===== src/rtl/core/dep_pkg.sv =====
// shared types and constants of the dual encoder period and speed block
`default_nettype none

package dep_pkg;

    // fixed field widths
    localparam int CAPTURE_W  = 16;
    localparam int MODULUS_W  = 16;
    localparam int LIMIT_W    = 8;
    localparam int SCALE_W    = 31;
    localparam int PERIOD_W   = 25;
    localparam int SPEED_W    = 32;

    // configuration port
    localparam int APB_ADDR_W = 4;
    localparam int APB_DATA_W = 32;
    localparam int REG_IDX_W  = 2;

    localparam logic [REG_IDX_W-1:0] REG_COUNTER_MODULUS      = 2'd0;
    localparam logic [REG_IDX_W-1:0] REG_STALL_OVERFLOW_LIMIT = 2'd1;
    localparam logic [REG_IDX_W-1:0] REG_SPEED_SCALE          = 2'd2;

    localparam logic [MODULUS_W-1:0] MODULUS_RESET = 16'hFFFF;
    localparam logic [LIMIT_W-1:0]   LIMIT_RESET   = 8'd10;
    localparam logic [SCALE_W-1:0]   SCALE_RESET   = 31'd1000000;

    // one quotient bit per divider step
    localparam int DIV_STEPS = SCALE_W;

    // channel lanes
    localparam int NUM_CH   = 2;
    localparam int CH_LEFT  = 0;
    localparam int CH_RIGHT = 1;

    // period saturation bounds
    localparam logic signed [PERIOD_W-1:0] PERIOD_MAX = {1'b0, {(PERIOD_W-1){1'b1}}};
    localparam logic signed [PERIOD_W-1:0] PERIOD_MIN = {1'b1, {(PERIOD_W-1){1'b0}}};

    typedef struct packed {
        logic [MODULUS_W-1:0] counter_modulus;
        logic [LIMIT_W-1:0]   stall_overflow_limit;
        logic [SCALE_W-1:0]   speed_scale;
    } cfg_t;

    // controller to datapath commands
    typedef struct packed {
        logic load;
        logic prod;
        logic update;
        logic div_load;
        logic div_step;
        logic out_load;
    } cmd_t;

    // datapath to controller status
    typedef struct packed {
        logic out_free;
    } sts_t;

endpackage

`default_nettype wire


===== src/rtl/core/dep_ifs.sv =====
// item channel interfaces for timer events and speed results
`default_nettype none

interface dep_in_if;
    import dep_pkg::*;

    logic                 valid;
    logic                 ready;
    logic                 overflow_event;
    logic                 capture_left_event;
    logic [CAPTURE_W-1:0] capture_left_value;
    logic                 direction_left_pin;
    logic                 capture_right_event;
    logic [CAPTURE_W-1:0] capture_right_value;
    logic                 direction_right_pin;

    modport source (
        output valid, overflow_event, capture_left_event, capture_left_value,
               direction_left_pin, capture_right_event, capture_right_value,
               direction_right_pin,
        input  ready
    );

    modport sink (
        input  valid, overflow_event, capture_left_event, capture_left_value,
               direction_left_pin, capture_right_event, capture_right_value,
               direction_right_pin,
        output ready
    );
endinterface

interface dep_out_if;
    import dep_pkg::*;

    logic                       valid;
    logic                       ready;
    logic signed [PERIOD_W-1:0] left_period;
    logic signed [PERIOD_W-1:0] right_period;
    logic signed [SPEED_W-1:0]  left_speed;
    logic signed [SPEED_W-1:0]  right_speed;

    modport source (
        output valid, left_period, right_period, left_speed, right_speed,
        input  ready
    );

    modport sink (
        input  valid, left_period, right_period, left_speed, right_speed,
        output ready
    );
endinterface

`default_nettype wire


===== src/rtl/core/dep_cfg_regs.sv =====
// apb configuration registers: modulus, stall limit and speed scale
`default_nettype none

module dep_cfg_regs (
    input  wire logic                           clk,
    input  wire logic                           rst_n,
    input  wire logic                           psel,
    input  wire logic                           penable,
    input  wire logic                           pwrite,
    input  wire logic [dep_pkg::APB_ADDR_W-1:0] paddr,
    input  wire logic [dep_pkg::APB_DATA_W-1:0] pwdata,
    output logic      [dep_pkg::APB_DATA_W-1:0] prdata,
    output logic                                pready,
    output dep_pkg::cfg_t                       cfg
);
    import dep_pkg::*;

    logic [MODULUS_W-1:0] modulus_reg;
    logic [LIMIT_W-1:0]   limit_reg;
    logic [SCALE_W-1:0]   scale_reg;
    logic [REG_IDX_W-1:0] reg_idx;
    logic                 wr_en;

    // word address decode
    assign reg_idx = paddr[APB_ADDR_W-1:2];
    assign wr_en   = psel & penable & pwrite;
    assign pready  = 1'b1;

    // register writes
    always_ff @(posedge clk or negedge rst_n)
    begin
        if (!rst_n)
        begin
            modulus_reg <= MODULUS_RESET;
            limit_reg   <= LIMIT_RESET;
            scale_reg   <= SCALE_RESET;
        end
        else if (wr_en)
        begin
            unique case (reg_idx)
                REG_COUNTER_MODULUS:      modulus_reg <= pwdata[MODULUS_W-1:0];
                REG_STALL_OVERFLOW_LIMIT: limit_reg   <= pwdata[LIMIT_W-1:0];
                REG_SPEED_SCALE:          scale_reg   <= pwdata[SCALE_W-1:0];
                default:                  ;
            endcase
        end
    end

    // read mux
    always_comb
    begin
        unique case (reg_idx)
            REG_COUNTER_MODULUS:      prdata = APB_DATA_W'(modulus_reg);
            REG_STALL_OVERFLOW_LIMIT: prdata = APB_DATA_W'(limit_reg);
            REG_SPEED_SCALE:          prdata = APB_DATA_W'(scale_reg);
            default:                  prdata = '0;
        endcase
    end

    assign cfg.counter_modulus      = modulus_reg;
    assign cfg.stall_overflow_limit = limit_reg;
    assign cfg.speed_scale          = scale_reg;

endmodule

`default_nettype wire


===== src/rtl/core/dep_ctrl.sv =====
// controller: sequences overflow, capture, division and result load per item
`default_nettype none

module dep_ctrl (
    input  wire logic          clk,
    input  wire logic          rst_n,
    input  wire logic          in_valid,
    output logic               in_ready,
    output dep_pkg::cmd_t      cmd,
    input  wire dep_pkg::sts_t sts
);
    import dep_pkg::*;

    typedef enum logic [2:0] {
        ST_IDLE,
        ST_PROD,
        ST_UPDATE,
        ST_DIV_LOAD,
        ST_DIV,
        ST_FINISH
    } state_t;

    localparam int               CNT_W    = $clog2(DIV_STEPS);
    localparam logic [CNT_W-1:0] CNT_LAST = CNT_W'(DIV_STEPS - 1);

    state_t           state_reg;
    state_t           state_next;
    logic [CNT_W-1:0] cnt_reg;
    logic [CNT_W-1:0] cnt_next;
    logic             in_ready_reg;
    logic             accept;

    assign accept   = in_valid & in_ready_reg;
    assign in_ready = in_ready_reg;

    // next state and command decode
    always_comb
    begin
        state_next = state_reg;
        cnt_next   = cnt_reg;
        cmd        = '0;
        unique case (state_reg)
            ST_IDLE:
            begin
                if (accept)
                begin
                    cmd.load   = 1'b1;
                    state_next = ST_PROD;
                end
            end
            ST_PROD:
            begin
                cmd.prod   = 1'b1;
                state_next = ST_UPDATE;
            end
            ST_UPDATE:
            begin
                cmd.update = 1'b1;
                state_next = ST_DIV_LOAD;
            end
            ST_DIV_LOAD:
            begin
                cmd.div_load = 1'b1;
                cnt_next     = '0;
                state_next   = ST_DIV;
            end
            ST_DIV:
            begin
                cmd.div_step = 1'b1;
                if (cnt_reg == CNT_LAST)
                begin
                    state_next = ST_FINISH;
                end
                else
                begin
                    cnt_next = cnt_reg + CNT_W'(1);
                end
            end
            ST_FINISH:
            begin
                if (sts.out_free)
                begin
                    cmd.out_load = 1'b1;
                    state_next   = ST_IDLE;
                end
            end
            default:
            begin
                state_next = ST_IDLE;
            end
        endcase
    end

    // state, step count and registered ready
    always_ff @(posedge clk or negedge rst_n)
    begin
        if (!rst_n)
        begin
            state_reg    <= ST_IDLE;
            cnt_reg      <= '0;
            in_ready_reg <= 1'b1;
        end
        else
        begin
            state_reg    <= state_next;
            cnt_reg      <= cnt_next;
            in_ready_reg <= (state_next == ST_IDLE);
        end
    end

    // an accepted item always starts with the product step
    a_accept_to_prod: assert property (@(posedge clk) disable iff (!rst_n)
        accept |=> state_reg == ST_PROD)
        else $error("accepted item did not move to product step");

    // ready mirrors the idle state
    a_ready_idle: assert property (@(posedge clk) disable iff (!rst_n)
        in_ready_reg == (state_reg == ST_IDLE))
        else $error("ready out of step with controller state");

    // divider runs exactly the quotient width
    a_div_end: assert property (@(posedge clk) disable iff (!rst_n)
        state_reg == ST_DIV && cnt_reg == CNT_LAST |=> state_reg == ST_FINISH)
        else $error("divider sequence overran its step count");

endmodule

`default_nettype wire


===== src/rtl/core/dep_datapath.sv =====
// datapath: overflow counts, period measurement, restoring dividers, result register
`default_nettype none

module dep_datapath #(
    parameter int COUNTER_WIDTH        = 16,
    parameter int OVERFLOW_COUNT_WIDTH = 8
) (
    input  wire logic                               clk,
    input  wire logic                               rst_n,
    input  wire dep_pkg::cmd_t                      cmd,
    output dep_pkg::sts_t                           sts,
    input  wire dep_pkg::cfg_t                      cfg,
    input  wire logic                               overflow_event,
    input  wire logic                               capture_left_event,
    input  wire logic        [dep_pkg::CAPTURE_W-1:0] capture_left_value,
    input  wire logic                               direction_left_pin,
    input  wire logic                               capture_right_event,
    input  wire logic        [dep_pkg::CAPTURE_W-1:0] capture_right_value,
    input  wire logic                               direction_right_pin,
    input  wire logic                               out_ready,
    output logic                                    out_valid,
    output logic signed      [dep_pkg::PERIOD_W-1:0] left_period,
    output logic signed      [dep_pkg::PERIOD_W-1:0] right_period,
    output logic signed      [dep_pkg::SPEED_W-1:0]  left_speed,
    output logic signed      [dep_pkg::SPEED_W-1:0]  right_speed
);
    import dep_pkg::*;

    localparam int CW     = COUNTER_WIDTH;
    localparam int OW     = OVERFLOW_COUNT_WIDTH;
    localparam int EXT_W  = (CW > CAPTURE_W) ? CW : CAPTURE_W;
    localparam int PROD_W = OW + MODULUS_W;
    localparam int RAW_W  = ((CW > PROD_W) ? CW : PROD_W) + 2;
    localparam int SUM_W  = (RAW_W > PERIOD_W + 1) ? RAW_W : PERIOD_W + 1;
    localparam int CMP_W  = (OW > LIMIT_W) ? OW : LIMIT_W;
    localparam int REM_W  = PERIOD_W + 1;

    localparam logic signed [SUM_W-1:0] SUM_MAX = SUM_W'(PERIOD_MAX);
    localparam logic signed [SUM_W-1:0] SUM_MIN = SUM_W'(PERIOD_MIN);

    // per-lane views of the incoming item
    logic [CAPTURE_W-1:0] cap_val_in [NUM_CH];
    logic                 cap_evt_in [NUM_CH];
    logic                 neg_in     [NUM_CH];

    assign cap_val_in[CH_LEFT]  = capture_left_value;
    assign cap_val_in[CH_RIGHT] = capture_right_value;
    assign cap_evt_in[CH_LEFT]  = capture_left_event;
    assign cap_evt_in[CH_RIGHT] = capture_right_event;
    assign neg_in[CH_LEFT]      = ~direction_left_pin;
    assign neg_in[CH_RIGHT]     = direction_right_pin;

    logic                       ovf_evt_reg;
    logic                       cap_evt_reg    [NUM_CH];
    logic [CW-1:0]              cap_val_reg    [NUM_CH];
    logic                       neg_reg        [NUM_CH];
    logic [CW-1:0]              last_reg       [NUM_CH];
    logic [OW-1:0]              ovf_cnt_reg    [NUM_CH];
    logic signed [PERIOD_W-1:0] period_reg     [NUM_CH];
    logic [PROD_W-1:0]          prod_reg       [NUM_CH];
    logic signed [PERIOD_W-1:0] period_out_reg [NUM_CH];
    logic signed [SPEED_W-1:0]  speed_out_reg  [NUM_CH];
    logic                       out_valid_reg;

    // overflow flag of the held item
    always_ff @(posedge clk)
    begin
        if (cmd.load)
        begin
            ovf_evt_reg <= overflow_event;
        end
    end

    for (genvar ch = 0; ch < NUM_CH; ch++)
    begin : g_lane
        logic [EXT_W-1:0]          cap_ext;
        logic [OW-1:0]             ovf_eff;
        logic                      stall;
        logic signed [SUM_W-1:0]   sum_pos;
        logic signed [SUM_W-1:0]   sum_adj;
        logic signed [PERIOD_W-1:0] period_new;
        logic [PERIOD_W-1:0]       mag;
        logic [PERIOD_W-1:0]       div_d_reg;
        logic [REM_W-1:0]          rem_reg;
        logic [SCALE_W-1:0]        quo_reg;
        logic                      sgn_reg;
        logic                      zero_reg;
        logic [REM_W-1:0]          trial;
        logic                      fits;
        logic [SPEED_W-1:0]        q_ext;
        logic [SPEED_W-1:0]        speed_val;

        assign cap_ext = EXT_W'(cap_val_in[ch]);

        // saturating overflow count and stall test
        assign ovf_eff = !ovf_evt_reg ? ovf_cnt_reg[ch]
                       : (ovf_cnt_reg[ch] == '1) ? ovf_cnt_reg[ch]
                       : ovf_cnt_reg[ch] + OW'(1);
        assign stall = CMP_W'(ovf_eff) > CMP_W'(cfg.stall_overflow_limit);

        // signed period with direction and saturation
        assign sum_pos = signed'(SUM_W'(cap_val_reg[ch])) - signed'(SUM_W'(last_reg[ch]))
                       + signed'(SUM_W'(prod_reg[ch]));
        assign sum_adj = neg_reg[ch] ? -sum_pos : sum_pos;

        always_comb
        begin
            priority if (sum_adj > SUM_MAX)
            begin
                period_new = PERIOD_MAX;
            end
            else if (sum_adj < SUM_MIN)
            begin
                period_new = PERIOD_MIN;
            end
            else
            begin
                period_new = sum_adj[PERIOD_W-1:0];
            end
        end

        // item capture fields
        always_ff @(posedge clk)
        begin
            if (cmd.load)
            begin
                cap_evt_reg[ch] <= cap_evt_in[ch];
                cap_val_reg[ch] <= cap_ext[CW-1:0];
                neg_reg[ch]     <= neg_in[ch];
            end
        end

        // overflow product, one multiply per lane
        always_ff @(posedge clk)
        begin
            if (cmd.prod)
            begin
                prod_reg[ch] <= PROD_W'(ovf_eff) * PROD_W'(cfg.counter_modulus);
            end
        end

        // lane state: last capture, overflow count, period
        always_ff @(posedge clk or negedge rst_n)
        begin
            if (!rst_n)
            begin
                last_reg[ch]    <= '0;
                ovf_cnt_reg[ch] <= '0;
                period_reg[ch]  <= '0;
            end
            else if (cmd.prod)
            begin
                ovf_cnt_reg[ch] <= ovf_eff;
                if (ovf_evt_reg && stall)
                begin
                    period_reg[ch] <= '0;
                end
            end
            else if (cmd.update && cap_evt_reg[ch])
            begin
                period_reg[ch]  <= period_new;
                last_reg[ch]    <= cap_val_reg[ch];
                ovf_cnt_reg[ch] <= '0;
            end
        end

        // restoring divider: scale over period magnitude, one bit per step
        assign mag   = period_reg[ch][PERIOD_W-1] ? unsigned'(-period_reg[ch])
                                                  : unsigned'(period_reg[ch]);
        assign trial = {rem_reg[REM_W-2:0], quo_reg[SCALE_W-1]};
        assign fits  = trial >= {1'b0, div_d_reg};

        always_ff @(posedge clk)
        begin
            if (cmd.div_load)
            begin
                div_d_reg <= mag;
                rem_reg   <= '0;
                quo_reg   <= cfg.speed_scale;
                sgn_reg   <= period_reg[ch][PERIOD_W-1];
                zero_reg  <= (period_reg[ch] == '0);
            end
            else if (cmd.div_step)
            begin
                rem_reg <= fits ? trial - {1'b0, div_d_reg} : trial;
                quo_reg <= {quo_reg[SCALE_W-2:0], fits};
            end
        end

        assign q_ext     = SPEED_W'(quo_reg);
        assign speed_val = zero_reg ? '0 : (sgn_reg ? -q_ext : q_ext);

        // result payload
        always_ff @(posedge clk)
        begin
            if (cmd.out_load)
            begin
                period_out_reg[ch] <= period_reg[ch];
                speed_out_reg[ch]  <= signed'(speed_val);
            end
        end
    end

    // result valid
    always_ff @(posedge clk or negedge rst_n)
    begin
        if (!rst_n)
        begin
            out_valid_reg <= 1'b0;
        end
        else if (cmd.out_load)
        begin
            out_valid_reg <= 1'b1;
        end
        else if (out_ready)
        begin
            out_valid_reg <= 1'b0;
        end
    end

    assign sts.out_free = !out_valid_reg || out_ready;
    assign out_valid    = out_valid_reg;
    assign left_period  = period_out_reg[CH_LEFT];
    assign right_period = period_out_reg[CH_RIGHT];
    assign left_speed   = speed_out_reg[CH_LEFT];
    assign right_speed  = speed_out_reg[CH_RIGHT];

    // a capture restarts its overflow count
    a_capture_clears_count: assert property (@(posedge clk) disable iff (!rst_n)
        cmd.update && cap_evt_reg[CH_LEFT] |=> ovf_cnt_reg[CH_LEFT] == '0)
        else $error("left overflow count not cleared by capture");

    // zero period gives zero speed
    a_zero_period_speed: assert property (@(posedge clk) disable iff (!rst_n)
        cmd.out_load && period_reg[CH_RIGHT] == '0 |=> speed_out_reg[CH_RIGHT] == '0)
        else $error("right speed nonzero for zero period");

endmodule

`default_nettype wire


===== src/rtl/core/dual_encoder_period_speed.sv =====
// top level of the dual wheel encoder period and speed measurement block
//
// events carries one timer service item: an overflow flag, then a left and a
// right capture, each with a counter value and a direction pin. Every item
// accepted yields exactly one item on results with both signed periods and
// both speeds (speed_scale divided by the period, truncated, 0 for period 0).
// The apb port writes counter_modulus, stall_overflow_limit and speed_scale
// at byte addresses 0, 4 and 8; write them only while the block is idle.
// After acceptance the controller runs one product step, one period update,
// one divider load and 31 steps of the two one-bit-per-cycle restoring
// dividers that run side by side, then the result load; a new item is taken
// only once the previous one has loaded its result.
// The result sits in an output register, so the next item is taken while
// an earlier result waits; if results is still stalled when the next result
// is ready, the controller holds in its finish step until it drains.
// Reset clears the capture, overflow and period state, loads the register
// defaults, empties the output register and raises events.ready.
`default_nettype none

module dual_encoder_period_speed #(
    parameter int COUNTER_WIDTH        = 16,
    parameter int OVERFLOW_COUNT_WIDTH = 8
) (
    input  wire logic                           clk,
    input  wire logic                           rst_n,
    input  wire logic                           psel,
    input  wire logic                           penable,
    input  wire logic                           pwrite,
    input  wire logic [dep_pkg::APB_ADDR_W-1:0] paddr,
    input  wire logic [dep_pkg::APB_DATA_W-1:0] pwdata,
    output logic      [dep_pkg::APB_DATA_W-1:0] prdata,
    output logic                                pready,
    dep_in_if.sink                              events,
    dep_out_if.source                           results
);
    import dep_pkg::*;

    cfg_t cfg;
    cmd_t cmd;
    sts_t sts;
    logic in_ready;

    // configuration registers
    dep_cfg_regs u_cfg (
        .clk     (clk),
        .rst_n   (rst_n),
        .psel    (psel),
        .penable (penable),
        .pwrite  (pwrite),
        .paddr   (paddr),
        .pwdata  (pwdata),
        .prdata  (prdata),
        .pready  (pready),
        .cfg     (cfg)
    );

    // sequencer
    dep_ctrl u_ctrl (
        .clk      (clk),
        .rst_n    (rst_n),
        .in_valid (events.valid),
        .in_ready (in_ready),
        .cmd      (cmd),
        .sts      (sts)
    );

    assign events.ready = in_ready;

    // measurement and division
    dep_datapath #(
        .COUNTER_WIDTH        (COUNTER_WIDTH),
        .OVERFLOW_COUNT_WIDTH (OVERFLOW_COUNT_WIDTH)
    ) u_datapath (
        .clk                 (clk),
        .rst_n               (rst_n),
        .cmd                 (cmd),
        .sts                 (sts),
        .cfg                 (cfg),
        .overflow_event      (events.overflow_event),
        .capture_left_event  (events.capture_left_event),
        .capture_left_value  (events.capture_left_value),
        .direction_left_pin  (events.direction_left_pin),
        .capture_right_event (events.capture_right_event),
        .capture_right_value (events.capture_right_value),
        .direction_right_pin (events.direction_right_pin),
        .out_ready           (results.ready),
        .out_valid           (results.valid),
        .left_period         (results.left_period),
        .right_period        (results.right_period),
        .left_speed          (results.left_speed),
        .right_speed         (results.right_speed)
    );

endmodule

`default_nettype wire


===== src/flat_wrapper.sv =====
// flat-port wrapper written by rule: the top's interface ports become plain ports
module dual_encoder_period_speed_flat import dep_pkg::*;
#(
    parameter int COUNTER_WIDTH        = 16,
    parameter int OVERFLOW_COUNT_WIDTH = 8
)
  (clk, rst_n, psel, penable, pwrite, paddr, pwdata, prdata, pready, events_valid, events_overflow_event, events_capture_left_event, events_capture_left_value, events_direction_left_pin, events_capture_right_event, events_capture_right_value, events_direction_right_pin, events_ready, results_valid, results_left_period, results_right_period, results_left_speed, results_right_speed, results_ready);
  dep_in_if events_i ();
  dep_out_if results_i ();
  input  wire logic clk;
  input  wire logic rst_n;
  input  wire logic psel;
  input  wire logic penable;
  input  wire logic pwrite;
  input  wire logic [dep_pkg::APB_ADDR_W-1:0] paddr;
  input  wire logic [dep_pkg::APB_DATA_W-1:0] pwdata;
  output logic      [dep_pkg::APB_DATA_W-1:0] prdata;
  output logic pready;
  input wire logic [$bits(events_i.valid)-1:0] events_valid;
  input wire logic [$bits(events_i.overflow_event)-1:0] events_overflow_event;
  input wire logic [$bits(events_i.capture_left_event)-1:0] events_capture_left_event;
  input wire logic [$bits(events_i.capture_left_value)-1:0] events_capture_left_value;
  input wire logic [$bits(events_i.direction_left_pin)-1:0] events_direction_left_pin;
  input wire logic [$bits(events_i.capture_right_event)-1:0] events_capture_right_event;
  input wire logic [$bits(events_i.capture_right_value)-1:0] events_capture_right_value;
  input wire logic [$bits(events_i.direction_right_pin)-1:0] events_direction_right_pin;
  output wire logic [$bits(events_i.ready)-1:0] events_ready;
  output wire logic [$bits(results_i.valid)-1:0] results_valid;
  output wire logic [$bits(results_i.left_period)-1:0] results_left_period;
  output wire logic [$bits(results_i.right_period)-1:0] results_right_period;
  output wire logic [$bits(results_i.left_speed)-1:0] results_left_speed;
  output wire logic [$bits(results_i.right_speed)-1:0] results_right_speed;
  input wire logic [$bits(results_i.ready)-1:0] results_ready;
  assign events_i.valid = events_valid;
  assign events_i.overflow_event = events_overflow_event;
  assign events_i.capture_left_event = events_capture_left_event;
  assign events_i.capture_left_value = events_capture_left_value;
  assign events_i.direction_left_pin = events_direction_left_pin;
  assign events_i.capture_right_event = events_capture_right_event;
  assign events_i.capture_right_value = events_capture_right_value;
  assign events_i.direction_right_pin = events_direction_right_pin;
  assign events_ready = events_i.ready;
  assign results_valid = results_i.valid;
  assign results_left_period = results_i.left_period;
  assign results_right_period = results_i.right_period;
  assign results_left_speed = results_i.left_speed;
  assign results_right_speed = results_i.right_speed;
  assign results_i.ready = results_ready;
  dual_encoder_period_speed #(.COUNTER_WIDTH(COUNTER_WIDTH), .OVERFLOW_COUNT_WIDTH(OVERFLOW_COUNT_WIDTH)) u_core (.clk(clk), .rst_n(rst_n), .psel(psel), .penable(penable), .pwrite(pwrite), .paddr(paddr), .pwdata(pwdata), .prdata(prdata), .pready(pready), .events(events_i), .results(results_i));
endmodule

===== config.mk =====
export PLATFORM = sky130hd
export DESIGN_NAME = dual_encoder_period_speed_flat
export DESIGN_NICKNAME = d
export VERILOG_FILES = /design/src/rtl/core/dep_pkg.sv /design/src/rtl/core/dep_ifs.sv /design/src/rtl/core/dep_cfg_regs.sv /design/src/rtl/core/dep_ctrl.sv /design/src/rtl/core/dep_datapath.sv /design/src/rtl/core/dual_encoder_period_speed.sv /design/src/flat_wrapper.sv
export SDC_FILE = /design/constraint.sdc
export NUM_CORES = 2
export LEC_CHECK = 0
export BUFFER_PORTS_ARGS = -buffer_cell sky130_fd_sc_hd__buf_2
export CORE_MARGIN = 5
export CORE_UTILIZATION = 45
export CTS_CLUSTER_DIAMETER = 100
export DETAILED_ROUTE_END_ITERATION = 7
export GPL_TIMING_DRIVEN = 0
export PLACE_DENSITY_LB_ADDON = 0.08
export SYNTH_ARGS = -nofsm -noshare
export SYNTH_HDL_FRONTEND = slang
export SYNTH_HIERARCHICAL = 1
export SYNTH_SLANG_ARGS = --single-unit

===== constraint.sdc =====
create_clock -name clk -period 8.5 [get_ports clk]
set_input_delay 0.85 -clock clk [delete_from_list [all_inputs] [get_ports clk]]
set_output_delay 0.85 -clock clk [all_outputs]
set_load 0.02 [all_outputs]

; ---- Yosys cells after proc, flatten, opt, wreduce, memory -nomap -nowiden
; Memory sizes are Yosys's and may differ from the RTL's.
; Index checks and enable logic that the tools add are counted.
[totals]
rom_bits = 0
latchBits = 0
elab_cells = 154
output_inout_bits = 149
ramBits = 198
in_bits = 80
n_memories = 6
regBits = 330
[classes]
div_mod_pow = 0
n_bitwise = 5
shift = 0
n_reduce_logical = 24
mul = 2
mux = 55
n_eq_ne = 13
add_sub_neg = 15
order_cmp = 8
[mem_list]
columns = memory, words, width, read_ports, rd_ports_with_merged_regs, write_ports, line
row1 = u_core.u_datapath.speed_out_reg, 2, 32, 2, 0, 2, dep_datapath.sv:62  ; logic signed [SPEED_W-1:0] speed_out_reg [NUM_CH];
row2 = u_core.u_datapath.period_out_reg, 2, 25, 2, 0, 2, dep_datapath.sv:61  ; logic signed [PERIOD_W-1:0] period_out_reg [NUM_CH];
row3 = u_core.u_datapath.prod_reg, 2, 24, 2, 0, 2, dep_datapath.sv:60  ; logic [PROD_W-1:0] prod_reg [NUM_CH];
row4 = u_core.u_datapath.cap_val_reg, 2, 16, 2, 0, 2, dep_datapath.sv:55  ; logic [CW-1:0] cap_val_reg [NUM_CH];
row5 = u_core.u_datapath.cap_evt_reg, 2, 1, 2, 0, 2, dep_datapath.sv:54  ; logic cap_evt_reg [NUM_CH];
row6 = u_core.u_datapath.neg_reg, 2, 1, 2, 0, 2, dep_datapath.sv:56  ; logic neg_reg [NUM_CH];
[ops]
columns = operator, n
row1 = $mux 25, 12
row2 = $mux 32, 4
row3 = $mux 31, 4
row4 = $pmux 31 s3, 1
row5 = $mux 8, 8
row6 = $neg 31->32, 2
row7 = $add 17x25->26, 2
row8 = $ge 26x25->1, 2
row9 = $gt 26x25->1 const B, 2
row10 = $lt 26x25->1 const B, 2
row11 = $mux 26, 2
row12 = $neg 26->26, 2
row13 = $logic_not 25->1, 2
row14 = $neg 25->25, 2
row15 = $sub 25x25->25, 2
row16 = $mul 8x16->24, 2
row17 = $mux 24, 2
row18 = $sub 16x16->17, 2
row19 = $pmux 3 s6, 1
row20 = $add 8x1->8 const B, 2
row21 = $eq 8x8->1 const B, 2
row22 = $gt 8x8->1, 2
row23 = $mux 1, 16
row24 = $reduce_and 2->1, 8
row25 = other kinds (19), 36

; ---- Depth between registers and ports, before layout
; An unclocked memory read counts as a cell.
[depth]
depth_word = 10
ltp_mapped = 29
ltp_nobuf = 28

; ---- Hierarchy
; Netlist, hierarchy kept.
[by_module_without_submodules]
columns = mod, cells_each, n_inst, area_per_inst_um2, seq_area_each_um2
row1 = dep_datapath, 3578, 1, 34947.3, 12937.4
row2 = dep_cfg_regs, 186, 1, 2568.7, 1407.6
row3 = dep_ctrl, 50, 1, 533.0, 226.5

; ---- Least setup slack after synthesis
; Ideal clock, no wire load.
[synth_path]
path_kind = flip-flop to flip-flop
from = reg u_core/u_datapath/ovf_cnt_reg[0] in the netlist's numbering
to = mem u_core/u_datapath/prod_reg[0][46] in the netlist's numbering, data pin
synth_period_minus_slack_ns = 6.521
setup_time_ns = 0.258
t_required_ns = 8.242
stages_incl_launch_ff = 25
arrival_ns = 6.263
path_buffers = 2
setup_slack_ns = 1.979
path_cell_list = dfrtp_1 -> ha_1 -> and3_1 -> and3_1 -> clkbuf_1 -> a31oi_1 -> nand4_1 -> xnor2_1 -> clkbuf_1 -> nand2_1 -> fa_1 -> fa_1 -> fa_1 -> inv_1 -> fa_1 -> ha_1 -> a21oi_1 -> o21ai_0 -> a2111oi_0 -> or3_1 -> nand4_1 -> o311ai_0 -> o21bai_1 -> a21oi_1 -> xnor2_1
[synth_lines]
columns = element, line
row1 = start: declaration, dep_datapath.sv:58  ; logic [OW-1:0] ovf_cnt_reg [NUM_CH];
row2 = start signal: indexed assignment, dep_datapath.sv:153  ; ovf_cnt_reg[ch] <= ovf_eff;
row3 = end: declaration, dep_datapath.sv:60

==> metrics.md <==
| Metric | Value |
|---|---|
| Status | `completed` |
| Final non-filler cell area | `42800 um^2` |
| Seq pwr share | `0.257` |
| CTS Buffer Depth | `3` |
| Peak VDD IR | `0.220 mV` |
| Fmax | `0.124 GHz` |
| Delay-heaviest family, CP | `adder cells` |
| Max cap viols | `0` |
| Via count | `28437` |
| Vias/cell | `5.37` |
| Gr usage total | `0.220` |
| Placed cell area | `40800 um^2` |
| First-pass GRT wire length | `159000 um` |
| CTS Sinks | `528` |
| Syn_area_per_cell | `9.98 um^2` |
| Power Density | `403 nW/um^2` |
| CTS tree | `built` |
| Critical path endpoint category | `register` |
| Startpoint Class | `register` |
| Initial Utilization | `0.454` |
| Number of flip-flops under the largest register name | `64` |
| WL final | `101000 um` |
| Syn-to-layout area delta | `12.4%` |
| Worst-path clk slew | `0.06 ns` |
| Critical Path Most Common Cell | `fa_1` |
| Crit path required time | `8.85 ns` |
| Tcrit/Tclk final | `0.950` |
| Setup Skew | `0.0353 ns` |
| Die Width | `301 um` |
| Routed met3 length | `4860 um` |
| Top Layer Used | `met5` |
| Sw power | `0.00790 W` |
| Post-Synthesis Cells | `3814` |
| Warnings, synthesis | `6` |
| Full die area | `90500 um^2` |
| Routed len/inst | `19.0 um` |
| Cell Chain, Critical Path | `ha_1, and3_1, and3_1, clkbuf_1, a31oi_1, nand2_1, xnor2_1, clkbuf_1, nand2_1, fa_1, fa_1, fa_1, inv_1, fa_1, ha_1, a21oi_1, o21ai_0, a2111oi_0, or3_1, nand4_1, o311ai_0, o21bai_1, a21oi_1, xnor2_1` |
| Synth cell types | `108` |
| Setup violators final | `0` |
| Int Pwr | `0.00934 W` |
| Residual DRC count | `0` |
| Final hold violation count | `0` |
| DR iter-0 viols | `1900` |
| RSZ-0062 raised after global routing | `no` |
| Reg-to-Reg Start | `u_core/u_datapath/ovf_cnt_reg[0]` |
| Relative slew slack | `0.151` |
| Pins over their slew limit | `0` |
| Data arrival, critical path | `8.43 ns` |
| Post-synth EDFFs | `315` |
| IO Port Bufs | `223` |
| Non-Filler Instances | `5293` |
| Gpl congestion | `0.881` |
| Top cells by count, synth | `inv_1, nand2_1, edfxtp_1` |
| Antenna violations before repair | `5` |
| Routed wl met2 | `46300 um` |
| Final Net Count | `4609` |
| Least-Margin Pin Slew | `1.27 ns` |
| DP Cell Count | `5182` |
| GRT overflow | `0` |
| Layout cells sized above 1 | `0.122` |
| Pin count of the biggest net entering global routing | `93` |
| Register-to-Register Path Depth | `24` |
| CP Depth | `24` |
| Mapped Nets | `4314` |
| Met1 Routed Length | `46600 um` |
| Inserted Clock Buffers | `59` |
| Slowest CP cell | `xnor2_1` |
| Async set or reset register ratio after synthesis | `0.309` |
| Clock Latency Late Sink | `0.64 ns` |
| Vias in the first global route | `27957` |
| Primary FF master, synth | `edfxtp_1` |
| Hold buffer count at CTS | `0` |
| Die Y | `301 um` |
| HP Class | `in2async` |
| Kind of critical path | `reg2reg` |
| Net Sw Frac | `0.458` |
| Clock root buffer master | `clkbuf_16` |
| Combinational Power Share | `0.598` |
| Worst Path Max Fanout | `10` |
| Num rows | `106` |
| Worst R2R Setup Slack | `0.42 ns` |
| Number of synthesized register bits | `528` |
| H-tree depth | `2` |
| Yosys top cell by area | `edfxtp_1` |
| CP bufs+invs | `3` |
| Final HPWL DP | `79100 um` |
| IO Count | `229` |
| Reg-to-Reg End | `u_core/u_datapath/prod_reg[0][46]` |
| Sequential fraction of the synthesis area | `0.383` |
| Static Leakage | `18.7 nW` |
| Post-DRT Antenna Nets | `0` |
| Placeable Area | `83800 um^2` |
| Most instantiated library cell after synthesis | `inv_1` |
| First-pass detailed-route iteration total | `5` |
| Post-Syn Area | `38000 um^2` |
| Post-synth top area share | `0.249` |
| Clock power share | `0.146` |
| Crit-path max cell delay | `0.74 ns` |
| Final worst path period need | `8.08 ns` |
| Synth top area cells | `edfxtp_1, fa_1, dfrtp_1` |
[placed cells by master (no fill, tap or decap), types with 63 or more instances in the layout]
cell,n
dfrtp_1,137
clkbuf_1,124
clkbuf_16,63
inv_1,412
fa_1,174
nand2_1,369
nor2_1,220
and2_1,151
buf_2,227
xnor2_1,229
a21oi_1,143
mux2_2,65
ha_1,246
edfxtp_1,315
o21ai_0,239
[final cells by class]
class                           instances  area, um^2
Timing Repair Buffer                  234        1320
Antenna cell                            1        2.50
Inverter                              416        1560
Multi-Input combinational cell       2730       21300
Clock inverter                         25         193
Buffer                                140         641
Tap cell                             1134        1420
Sequential cell                       528       14600
Clock buffer                           85        1730
Fill cell                            7931       41100
[cell families (layout without fill, tap and decap cells)]
group	count (synthesis)	in the layout	synth area share
adder cells (fa/ha/maj)	420	420	0.172
buffers and inverters	556	900	0.0579
AO/OA/AOI/OAI	790	790	0.139
XOR/XNOR	280	280	0.0645
AND/OR/NAND/NOR	1102	1102	0.144
other	2	3	0.000197
multiplexers	136	136	0.0394
flip-flops	528	528	0.383
[per-stage QoR]
step           setup WS, ns  TNS [ns]  power [W]   util  hold slack [ns]
6_report              0.423         0     0.0172  0.510            0.186
5_1_grt              0.0223         0     0.0188  0.510            0.234
4_1_cts               0.255         0     0.0173  0.510            0.202
3_5_place_dp          0.312         0     0.0147  0.487            0.452
3_3_place_gp         -0.796    -34.69     0.0146  0.484            0.453
2_1_floorplan          1.98         0     0.0120      -            0.426
[power by group through the flow]
stage                     logic [W]  registers [W]  clock network, W
after floorplan             0.00781        0.00423                 0
after detailed placement     0.0102        0.00447                 0
final                        0.0103        0.00443           0.00251
after global routing         0.0115        0.00452           0.00269
after global placement       0.0101        0.00450                 0
after CTS                    0.0103        0.00443           0.00260
[how the worst max path moves through the flow]
stage | start | to | slack (ns)
after CTS | u_core/u_datapath/ovf_cnt_reg[8] | u_core/u_datapath/prod_reg[0][22] | 0.26
after global placement | u_core/u_ctrl/state_reg[1] | u_core/u_datapath/period_reg[46] | -0.80
after global routing | u_core/u_datapath/ovf_cnt_reg[0] | u_core/u_datapath/prod_reg[0][46] | 0.02
after floorplan | u_core/u_datapath/ovf_cnt_reg[0] | u_core/u_datapath/prod_reg[0][46] | 1.98
after detailed placement | u_core/u_datapath/ovf_cnt_reg[8] | u_core/u_datapath/prod_reg[0][22] | 0.31
final | u_core/u_datapath/ovf_cnt_reg[0] | u_core/u_datapath/prod_reg[0][46] | 0.42
[per-layer routing]
metal  up-vias  GRT usage
li1      13918          -
met1     13766      0.311
met2       604      0.358
met3       147     0.0327
met4         2     0.0602
met5         -          0
[repair_timing]
item	4_1_cts	5_1_grt
setup endpoints to repair	0	2
buffers inserted	0	0
gates resized for setup	0	5
Note: power is estimated with default switching activity, not from simulation.
